File: src/hw/rtl/ccw_pkg.sv
`timescale 1ns / 1ps

package ccw_pkg;

    localparam logic [11:0] YEAR_FIRST    = 12'd2000;
    localparam logic [11:0] YEAR_LAST     = 12'd2199;
    localparam logic [11:0] CENTURY_SPLIT = 12'd2099;
    localparam logic [11:0] YEAR_NO_LEAP  = 12'd2100;
    localparam logic [5:0]  SEC_MAX       = 6'd59;
    localparam logic [5:0]  MIN_MAX       = 6'd59;
    localparam logic [4:0]  HOUR_MAX      = 5'd23;
    localparam logic [3:0]  MONTH_MAX     = 4'd12;
    localparam logic [7:0]  CCODE_EARLY   = 8'd6;
    localparam logic [7:0]  CCODE_LATE    = 8'd4;

    typedef struct packed {
        logic [11:0] year;
        logic [3:0]  month;
        logic [4:0]  day;
        logic [4:0]  hour;
        logic [5:0]  minute;
        logic [5:0]  second;
    } t_time;

    localparam t_time TIME_RESET = '{
        year: YEAR_FIRST, month: 4'd1, day: 5'd1, hour: 5'd0, minute: 6'd0, second: 6'd0
    };

    // leap rule over the supported range: 2000 is leap, 2100 is not
    function automatic logic leap_year(input logic [11:0] y);
        leap_year = (y[1:0] == 2'b00) && (y != YEAR_NO_LEAP);
    endfunction

    function automatic logic [4:0] month_length(input logic [3:0] m, input logic [11:0] y);
        case (m) inside
            4'd2:                                  month_length = leap_year(y) ? 5'd29 : 5'd28;
            4'd4, 4'd6, 4'd9, 4'd11:               month_length = 5'd30;
            4'd1, 4'd3, 4'd5, 4'd7, 4'd8, 4'd10, 4'd12: month_length = 5'd31;
            default:                               month_length = 5'd0;
        endcase
    endfunction

    function automatic logic [7:0] month_code(input logic [3:0] m);
        case (m)
            4'd1:    month_code = 8'd0;
            4'd2:    month_code = 8'd3;
            4'd3:    month_code = 8'd3;
            4'd4:    month_code = 8'd6;
            4'd5:    month_code = 8'd1;
            4'd6:    month_code = 8'd4;
            4'd7:    month_code = 8'd6;
            4'd8:    month_code = 8'd2;
            4'd9:    month_code = 8'd5;
            4'd10:   month_code = 8'd0;
            4'd11:   month_code = 8'd3;
            4'd12:   month_code = 8'd5;
            default: month_code = 8'd0;
        endcase
    endfunction

    // 8 = 1 mod 7: fold octal digits, then subtract 14 or 7 at most once
    function automatic logic [2:0] mod7(input logic [7:0] x);
        logic [4:0] s;
        s = {3'b000, x[7:6]} + {2'b00, x[5:3]} + {2'b00, x[2:0]};
        if (s >= 5'd14) begin
            s = s - 5'd14;
        end else if (s >= 5'd7) begin
            s = s - 5'd7;
        end
        mod7 = s[2:0];
    endfunction

    // 0 Monday .. 6 Sunday
    function automatic logic [2:0] weekday_of(input t_time t);
        logic [11:0] off;
        logic [7:0]  yc;
        logic [7:0]  total;
        logic [2:0]  w;
        off   = t.year - YEAR_FIRST;
        yc    = (off >= 12'd100) ? 8'(off - 12'd100) : off[7:0];
        total = yc + {2'b00, yc[7:2]} + month_code(t.month)
              + ((t.year > CENTURY_SPLIT) ? CCODE_LATE : CCODE_EARLY)
              + {3'b000, t.day} + 8'd7
              - {7'd0, (leap_year(t.year) && (t.month <= 4'd2))};
        w = mod7(total);
        weekday_of = (w == 3'd0) ? 3'd6 : w - 3'd1;
    endfunction

endpackage

File: src/hw/rtl/ccw_next.sv
`timescale 1ns / 1ps

module ccw_next
    import ccw_pkg::*;
(
    input  t_time       i_cur,
    input  logic        i_mode,
    input  logic [11:0] i_new_year,
    input  logic [3:0]  i_new_month,
    input  logic [4:0]  i_new_day,
    input  logic [4:0]  i_new_hour,
    input  logic [5:0]  i_new_minute,
    input  logic [5:0]  i_new_second,
    output t_time       o_next,
    output logic        o_rejected
);

    logic set_ok;

    assign set_ok = (i_new_year >= YEAR_FIRST) && (i_new_year <= YEAR_LAST)
                 && (i_new_month >= 4'd1) && (i_new_month <= MONTH_MAX)
                 && (i_new_day >= 5'd1)
                 && (i_new_day <= month_length(i_new_month, i_new_year))
                 && (i_new_hour <= HOUR_MAX) && (i_new_minute <= MIN_MAX)
                 && (i_new_second <= SEC_MAX);

    always_comb begin
        o_next     = i_cur;
        o_rejected = 1'b0;
        if (i_mode) begin
            if (set_ok) begin
                o_next.year   = i_new_year;
                o_next.month  = i_new_month;
                o_next.day    = i_new_day;
                o_next.hour   = i_new_hour;
                o_next.minute = i_new_minute;
                o_next.second = i_new_second;
            end else begin
                o_rejected = 1'b1;
            end
        end else if (i_cur.second < SEC_MAX) begin
            o_next.second = i_cur.second + 6'd1;
        end else begin
            o_next.second = 6'd0;
            if (i_cur.minute < MIN_MAX) begin
                o_next.minute = i_cur.minute + 6'd1;
            end else begin
                o_next.minute = 6'd0;
                if (i_cur.hour < HOUR_MAX) begin
                    o_next.hour = i_cur.hour + 5'd1;
                end else begin
                    o_next.hour = 5'd0;
                    if (i_cur.day < month_length(i_cur.month, i_cur.year)) begin
                        o_next.day = i_cur.day + 5'd1;
                    end else begin
                        o_next.day = 5'd1;
                        if (i_cur.month < MONTH_MAX) begin
                            o_next.month = i_cur.month + 4'd1;
                        end else begin
                            o_next.month = 4'd1;
                            o_next.year  = (i_cur.year >= YEAR_LAST) ? YEAR_FIRST
                                                                     : i_cur.year + 12'd1;
                        end
                    end
                end
            end
        end
    end

endmodule

File: src/hw/rtl/calendar_clock_with_weekday.sv
`timescale 1ns / 1ps
// Channel  Handshake                  Payload
// input    i_in_valid / o_in_stall    i_mode, i_new_year .. i_new_second
// output   o_out_valid / i_out_stall  o_cur_year .. o_cur_second, o_weekday, o_set_rejected
//
// One item per cycle while the output is not stalled; a result passes through the
// stage-1 registers into the output registers before it can transfer out.
// The time registers update at the input transfer; the weekday is worked out
// in the output stage from them.
// Synchronous active-low reset sets 2000-01-01 00:00:00 and empties both stages.
// Input stalls only while both stages are full and the output is stalled.

module calendar_clock_with_weekday
    import ccw_pkg::*;
(
    input  logic        i_clk,
    input  logic        i_rst_n,
    input  logic        i_in_valid,
    output logic        o_in_stall,
    input  logic        i_mode,
    input  logic [11:0] i_new_year,
    input  logic [3:0]  i_new_month,
    input  logic [4:0]  i_new_day,
    input  logic [4:0]  i_new_hour,
    input  logic [5:0]  i_new_minute,
    input  logic [5:0]  i_new_second,
    output logic        o_out_valid,
    input  logic        i_out_stall,
    output logic [11:0] o_cur_year,
    output logic [3:0]  o_cur_month,
    output logic [4:0]  o_cur_day,
    output logic [4:0]  o_cur_hour,
    output logic [5:0]  o_cur_minute,
    output logic [5:0]  o_cur_second,
    output logic [2:0]  o_weekday,
    output logic        o_set_rejected
);

    t_time      r_time;
    t_time      n_time;
    logic       n_rej;
    logic       r_s1_valid;
    logic       r_s1_rej;
    logic       r_out_valid;
    t_time      r_out_time;
    logic [2:0] r_out_wday;
    logic       r_out_rej;
    logic       out_adv;
    logic       s1_adv;
    logic       in_xfer;

    ccw_next u_next (
        .i_cur        (r_time),
        .i_mode       (i_mode),
        .i_new_year   (i_new_year),
        .i_new_month  (i_new_month),
        .i_new_day    (i_new_day),
        .i_new_hour   (i_new_hour),
        .i_new_minute (i_new_minute),
        .i_new_second (i_new_second),
        .o_next       (n_time),
        .o_rejected   (n_rej)
    );

    assign out_adv    = !r_out_valid || !i_out_stall;
    assign s1_adv     = !r_s1_valid || out_adv;
    assign o_in_stall = !s1_adv;
    assign in_xfer    = i_in_valid && s1_adv;

    always_ff @(posedge i_clk) begin
        if (!i_rst_n) begin
            r_time      <= TIME_RESET;
            r_s1_valid  <= 1'b0;
            r_out_valid <= 1'b0;
        end else begin
            if (in_xfer) begin
                r_time <= n_time;
            end
            if (s1_adv) begin
                r_s1_valid <= i_in_valid;
            end
            if (out_adv) begin
                r_out_valid <= r_s1_valid;
            end
        end
    end

    always_ff @(posedge i_clk) begin
        if (in_xfer) begin
            r_s1_rej <= n_rej;
        end
        if (out_adv && r_s1_valid) begin
            r_out_time <= r_time;
            r_out_wday <= weekday_of(r_time);
            r_out_rej  <= r_s1_rej;
        end
    end

    assign o_out_valid    = r_out_valid;
    assign o_cur_year     = r_out_time.year;
    assign o_cur_month    = r_out_time.month;
    assign o_cur_day      = r_out_time.day;
    assign o_cur_hour     = r_out_time.hour;
    assign o_cur_minute   = r_out_time.minute;
    assign o_cur_second   = r_out_time.second;
    assign o_weekday      = r_out_wday;
    assign o_set_rejected = r_out_rej;

endmodule

File: config.mk
export PLATFORM = sky130hd
export DESIGN_NAME = calendar_clock_with_weekday
export DESIGN_NICKNAME = d
export VERILOG_FILES = /design/src/hw/rtl/ccw_pkg.sv /design/src/hw/rtl/ccw_next.sv /design/src/hw/rtl/calendar_clock_with_weekday.sv
export SDC_FILE = /design/constraint.sdc
export NUM_CORES = 1
export LEC_CHECK = 0
export BUFFER_PORTS_ARGS = -buffer_cell sky130_fd_sc_hd__buf_2
export CAP_MARGIN = 20
export CORE_MARGIN = 2
export CORE_UTILIZATION = 49
export CTS_CLUSTER_SIZE = 10
export DETAILED_ROUTE_END_ITERATION = 10
export PLACE_DENSITY = 0.7
export REMOVE_ABC_BUFFERS = 1
export SLEW_MARGIN = 30
export SYNTH_ARGS = -nofsm -noshare
export SYNTH_HDL_FRONTEND = slang
export SYNTH_SLANG_ARGS = --single-unit
File: constraint.sdc
create_clock -name i_clk -period 10.75 [get_ports i_clk]
set_input_delay 2.15 -clock i_clk [delete_from_list [all_inputs] [get_ports i_clk]]
set_output_delay 2.15 -clock i_clk [all_outputs]
set_load 0.05 [all_outputs]
After elaboration in Yosys (flattened, before gate mapping)
Memories as Yosys holds them, arrays and structs flattened. A register that Yosys moved wholly into a read port is not among the register bits.
Index checks and enable logic that the tools add are counted.
{ "op_classes": {"n_addsub": 19, "magnitude_cmp": 20, "n_eq_ne": 32, "mux": 34, "n_reduce_logical": 32} }
{ "op_table": {"columns": ["op", "n"], "rows": [
  ["$mux W38", 2],
  ["$mux W5", 12],
  ["$eq A4 B4 Y1 const B", 10],
  ["$eq A4 B3 Y1 const B", 8],
  ["$mux W32", 1],
  ["$mux W26", 1],
  ["$mux W12", 2],
  ["$ne A12 B12 Y1 const B", 2],
  ["$mux W21", 1],
  ["$eq A4 B2 Y1 const B", 4],
  ["$mux W16", 1],
  ["$mux W8", 2],
  ["$reduce_or A7 Y1", 2],
  ["$logic_and A1 B1 Y1", 13],
  ["$add A12 B1 Y12 const B", 1],
  ["$add A6 B1 Y6 const B", 2],
  ["$ge A12 B11 Y1 const B", 1],
  ["$ge A12 B12 Y1 const B", 1],
  ["$ge A12 B7 Y1 const B", 1],
  ["$gt A12 B12 Y1 const B", 1],
  ["$le A12 B12 Y1 const B", 1],
  ["$le A6 B6 Y1 const B", 2],
  ["$lt A6 B6 Y1 const B", 2],
  ["$mux W4", 3],
  ["other kinds (43)", 61]
]} }
{ "word_totals": {"register_bits": 83, "mem_bits_ro": 48, "word_cells": 155, "mem_count": 1} }
{ "memory_table": {"columns": ["memory", "words", "width", "rd", "rd_ports_with_merged_regs", "wr", "line_no", "rtl"], "rows": [
  ["(name not given)", 16, 3, 1, 1, 0, "ccw_pkg.sv:44", "case (m)"]
]} }

Depth between registers and ports, before layout
{ "logic_depth": {"depth_word": 17, "mapped_depth": 35, "mapped_depth_nobuf": 35} }

Modules after synthesis
From an unflattened synthesis, not the netlist that was laid out.
{ "unflattened": {"cells_unflattened": 738, "hier_area_um2": 6533.8} }
{ "modules_own_cells": {"columns": ["module", "instances", "cells_per_inst", "area_each_um2", "seq_area_each_um2"], "rows": [
  ["calendar_clock_with_weekday", 1, 398, 4235.3, 2152.1],
  ["ccw_next", 1, 340, 2298.5, 0.0]
]} }

Least setup slack after synthesis
OpenSTA, ideal clock, no wires.
{ "synth_timing": {"kind": "reg-to-reg", "startpoint": "reg r_time[30] (netlist bit)", "endpoint": "reg r_out_wday[2], in the netlist o_weekday[2] (data pin)", "setup_ps": 263, "arrival_ps": 6771, "required_time_ps": 10487, "path_slack_ps": 3716, "path_stages_with_launch": 29, "cell_sequence": "dfxtp_1 > inv_1 > ha_1 > xor2_1 > o211ai_1 > nand2_1 > xnor2_1 > fa_1 > fa_1 > fa_1 > ha_1 > a21o_1 > a21oi_1 > o21bai_1 > a21oi_1 > xnor2_1 > xnor2_1 > fa_1 > inv_1 > ha_1 > fa_1 > ha_1 > a21oi_1 > o21ai_0 > nor3_1 > a211o_1 > ha_1 > nor2_1 > mux2i_1"} }
{ "synth_between": {"elab_chain_len": 16, "word_cells_on_any_way": 26, "classes_between": "add/sub: 13; order compare: 4; eq/ne: 1; mux: 5; reduce/logical: 3"} }
{ "synth_lines": {"columns": ["element", "line_no", "rtl"], "rows": [
  ["start: declaration", "calendar_clock_with_weekday.sv:39", "t_time r_time;"],
  ["start signal: assignment", "calendar_clock_with_weekday.sv:77", "r_time <= n_time;"],
  ["$sub A12 B11 Y12", "ccw_pkg.sv:79", "off = t.year - YEAR_FIRST;"],
  ["$ge A12 B7 Y1 or $sub A8 B7 Y8 (tied branches)", "ccw_pkg.sv:80", "yc = (off >= 12'd100) ? 8'(off - 12'd100) : off[7:0];"],
  ["$mux W8", "ccw_pkg.sv:80", null],
  ["$add A8 B6 Y8", "ccw_pkg.sv:81", "total = yc + {2'b00, yc[7:2]} + month_code(t.month)"],
  ["$add A8 B8 Y8", "ccw_pkg.sv:81", null],
  ["$add A8 B3 Y8", "ccw_pkg.sv:82", "+ ((t.year > CENTURY_SPLIT) ? CCODE_LATE : CCODE_EARLY)"],
  ["$add A8 B5 Y8", "ccw_pkg.sv:83", "+ {3'b000, t.day} + 8'd7"],
  ["$add A8 B3 Y8", "ccw_pkg.sv:83", null],
  ["$sub A8 B1 Y8 (*)", "ccw_pkg.sv:84", "- {7'd0, (leap_year(t.year) && (t.month <= 4'd2))};"],
  ["$add A2 B3 Y4", "ccw_pkg.sv:64", "s = {3'b000, x[7:6]} + {2'b00, x[5:3]} + {2'b00, x[2:0]};"],
  ["$add A4 B3 Y5 (*)", "ccw_pkg.sv:64", null],
  ["$ge A5 B3 Y1 or $sub A3 B3 Y3 (tied branches)", "ccw_pkg.sv:67, ccw_pkg.sv:68", null],
  ["$mux W3", "ccw_pkg.sv:67", "end else if (s >= 5'd7) begin"],
  ["$mux W3 (*)", "ccw_pkg.sv:65", "if (s >= 5'd14) begin"],
  ["$mux W3 (*)", "calendar_clock_with_weekday.sv:92", "if (out_adv && r_s1_valid) begin"],
  ["$sub A3 B1 Y3 or $logic_not A3 Y1 (tied branches)", "ccw_pkg.sv:86", "weekday_of = (w == 3'd0) ? 3'd6 : w - 3'd1;"],
  ["end signal: assignment", "calendar_clock_with_weekday.sv:94", "r_out_wday <= weekday_of(r_time);"],
  ["end: declaration", "calendar_clock_with_weekday.sv:46", "logic [2:0] r_out_wday;"]
]} }
Mark *: on every way between the ends. The rest lies on a longest branch, timed or not. The select of a mux whose other input is x is not followed.
A chain may end at the register's enable or synchronous reset.

Final worst setup path
{ "layout_timing": {"startpoint": "reg r_time[30] (netlist bit)", "endpoint": "reg r_out_wday[0], in the netlist o_weekday[0] (data pin)"} }
Same word-level chain as after synthesis.

==> impl_metrics.json <==
{
  "crit_start": "r_time[30]",
  "drt_first_pass_iters": 5,
  "grt_pass1_wl_mm": 23.6,
  "p_sw_mw": 0.385,
  "power_frac_seq_pct": 35.4,
  "critPathMaxStageDelay_ps": 590,
  "die_y_um": 112,
  "post_cts_buffers": 0,
  "use_met2_pct": 37.3,
  "rr_worst_depth": 30,
  "synth.avg_cell_area_um2": 9.36,
  "use_met1_pct": 31.0,
  "core_area_um2": 11400,
  "leakage_nw": 2.72,
  "grt.busiest_layer": "met2",
  "drive_above_1_share_pct": 17.7,
  "path_clk_slew_ps": 70,
  "drv_cap": 0,
  "nets": 795,
  "syn_area_um2": 5700,
  "io_pins": 87,
  "fmax_ghz": 0.127,
  "setup_tns_ps": 0,
  "cts_max_path_buffers": 2,
  "slowest_stage": "fa_1",
  "max-slew-margin-rel_pct": 46.8,
  "cts-root-buf": "clkbuf_16",
  "initial_core_util_pct": 50.1,
  "stdcell_area_um2": 6520,
  "status": "complete, no violations",
  "final.setup_skew_ps": 7.98,
  "whs_endpoint": "o_set_rejected",
  "clk_latency_ps": 340,
  "critPathLaunchType": "flip-flop",
  "synth_warnings": 0,
  "htreeDepth": 3,
  "detail-route-antenna-nets": 0,
  "drc": 0,
  "grt_max_degree": 56,
  "synth_cell_type_count": 72,
  "cts_tree": "built",
  "async_flop_share_pct": 0,
  "via_per_inst": 5.89,
  "hold_ws_ps": 433,
  "cts_inserted_buffers": 9,
  "dr_total_vias": 4906,
  "internal_power_mw": 0.704,
  "die_w_um": 112,
  "critPathMaxFanout": 11,
  "r2r_end": "o_weekday[0]",
  "synth_seq_cells": 86,
  "finalCritPeriodShare_pct": 73.2,
  "dp.cells": 817,
  "clock-sinks": 86,
  "dp_hpwl_mm": 10.5,
  "crit_type": "flip-flop to flip-flop",
  "synth.top_cell.area_share_pct": 22.7,
  "syn_to_final_growth_pct": 14.4,
  "reg2reg_slack_ps": 2890,
  "io_buffers": 86,
  "hp-class": "flip-flop to flip-flop",
  "period_minus_slack_ps": 7860,
  "worstHoldStart": "r_s1_rej",
  "rsz0062_at_grt": "false",
  "wirelength_mm": 14.3,
  "drt_iter0_markers": 354,
  "seq_area_frac_synth_pct": 37.8,
  "grt_pass1_vias": 4795,
  "antenna_cells": 0,
  "synth_ff_type": "edfxtp_1",
  "swShare_pct": 35.3,
  "hold_buffers": 0,
  "yosysMostFrequentCell": "nand2_1",
  "yosysTopAreaCell": "edfxtp_1",
  "peakVddDrop_uv": 255,
  "worstPathRequired_ps": 10850,
  "p_clk_share_pct": 27.4,
  "synth_edf_count": 43,
  "synthTopCellsByArea": "edfxtp_1 (23%), dfxtp_1 (15%), ha_1 (12%)",
  "rows": 39,
  "gp_congestion": 0.915,
  "antenna_found_initial": 0,
  "dieArea_um2": 12500,
  "end_kind": "flip-flop",
  "r2r_start": "r_time[30]",
  "worst_ep_arrival_time_ps": 7970,
  "slew_viol_final": 0,
  "synth_common_cells": "nand2_1 (63), inv_1 (61), ha_1 (55)",
  "place_area_um2": 6230,
  "worstMarginPinSlew_ps": 788,
  "powerDensity_nw_per_um2": 167,
  "share_comb_of_total_power_pct": 37.1,
  "drt-wirelength-per-cell_um": 17.1,
  "netlist_instances": 609,
  "overflow": 0,
  "hold_violations": 0,
  "hold_depth": 0,
  "final-instance-count-excl-fill": 833,
  "setup_violations": 0,
  "grt_usage_pct": 23.3,
  "grtUsageMet3_pct": 5.55,
  "post_cts_resized": 0
}
-- sequential cells by signal, summed over array words and instances, names as in the netlist, 3 cells and up, named ones only --
signal        flops
o_cur_year       12
o_cur_month       4
r_time           38
o_cur_hour        5
o_cur_day         5
o_weekday         3
o_cur_minute      6
o_cur_second      6
-- worst max-delay path: cells and delay by family (launching register included) --
kind | cells | cell delay [ps]
and+or+nand+nor | 4 | 570
DFF | 1 | 520
buffers and inverters | 4 | 390
AOI/OAI and AO/OA | 7 | 1690
adders and majority gates | 10 | 3570
xor gates and xnor gates | 5 | 880
-- routing by layer --
metal  up-vias  routed length (um)
met5         -                   0
met4         0                 386
met3        36                 798
met2       175                6640
met1      2359                6450
li1       2336                   -
-- per-stage QoR --
step | power (mW) | worst slack, ps | utilization, %
3_3_place_gp | 0.760 | 3350 | 54.7
4_1_cts | 1.09 | 2930 | 57.3
6_report | 1.09 | 2890 | 57.3
5_1_grt | 1.16 | 2370 | 57.3
2_1_floorplan | 0.695 | 3720 | -
3_5_place_dp | 0.793 | 2940 | 54.8
-- cell usage in the layout, fill, tap and decap left out, drive strengths merged, types with 6 or more instances in the layout --
master	netlist	final
xor2	6	6
a211oi	16	16
a21o	6	6
nor3	10	10
clkbuf	12	10
fa	12	12
o21ai	30	30
mux2i	7	7
edfxtp	43	43
a22oi	9	9
inv	61	62
nand2b	6	6
and3	8	8
o211ai	7	7
a21oi	39	39
dfxtp	43	43
nand2	63	63
xnor2	20	20
nand3	13	13
a32o	7	7
nor2	44	44
buf	11	88
ha	55	55
-- worst max path at each step --
stage	end	cells past startpoint
2_1_floorplan	o_weekday[2]	28
3_5_place_dp	o_weekday[0]	27
6_report	o_weekday[0]	30
3_3_place_gp	o_weekday[2]	30
5_1_grt	o_weekday[2]	30
4_1_cts	o_weekday[0]	30
-- power by group through the flow --
stage	Sequential (mW)	Clock, mW	Combinational [mW]
final	0.386	0.299	0.404
after floorplan	0.433	0	0.262
after global routing	0.387	0.318	0.453
after CTS	0.386	0.305	0.403
after global placement	0.392	0	0.367
after detailed placement	0.393	0	0.400
-- final cells by class --
cell class	instances	area, um2
Fill cell	1010	4850
Multi-Input combinational cell	438	3220
Sequential cell	86	2150
Timing Repair Buffer	88	445
Clock buffer	10	239
Inverter	62	233
Tap cell	143	179
Clock inverter	6	46.3
-- cell families (layout without fill, tap and decap cells) --
group	after synthesis	count (layout)	share of synthesized area [%]
AND/OR/NAND/NOR	180	180	15.8
flip-flops	86	86	37.8
multiplexers	9	9	1.62
adder cells (fa/ha/maj)	69	69	16.6
buffers and inverters	85	166	6.04
XOR/XNOR	26	26	3.99
AO/OA/AOI/OAI	154	154	18.2
Note: power is estimated with default switching activity, not from simulation.
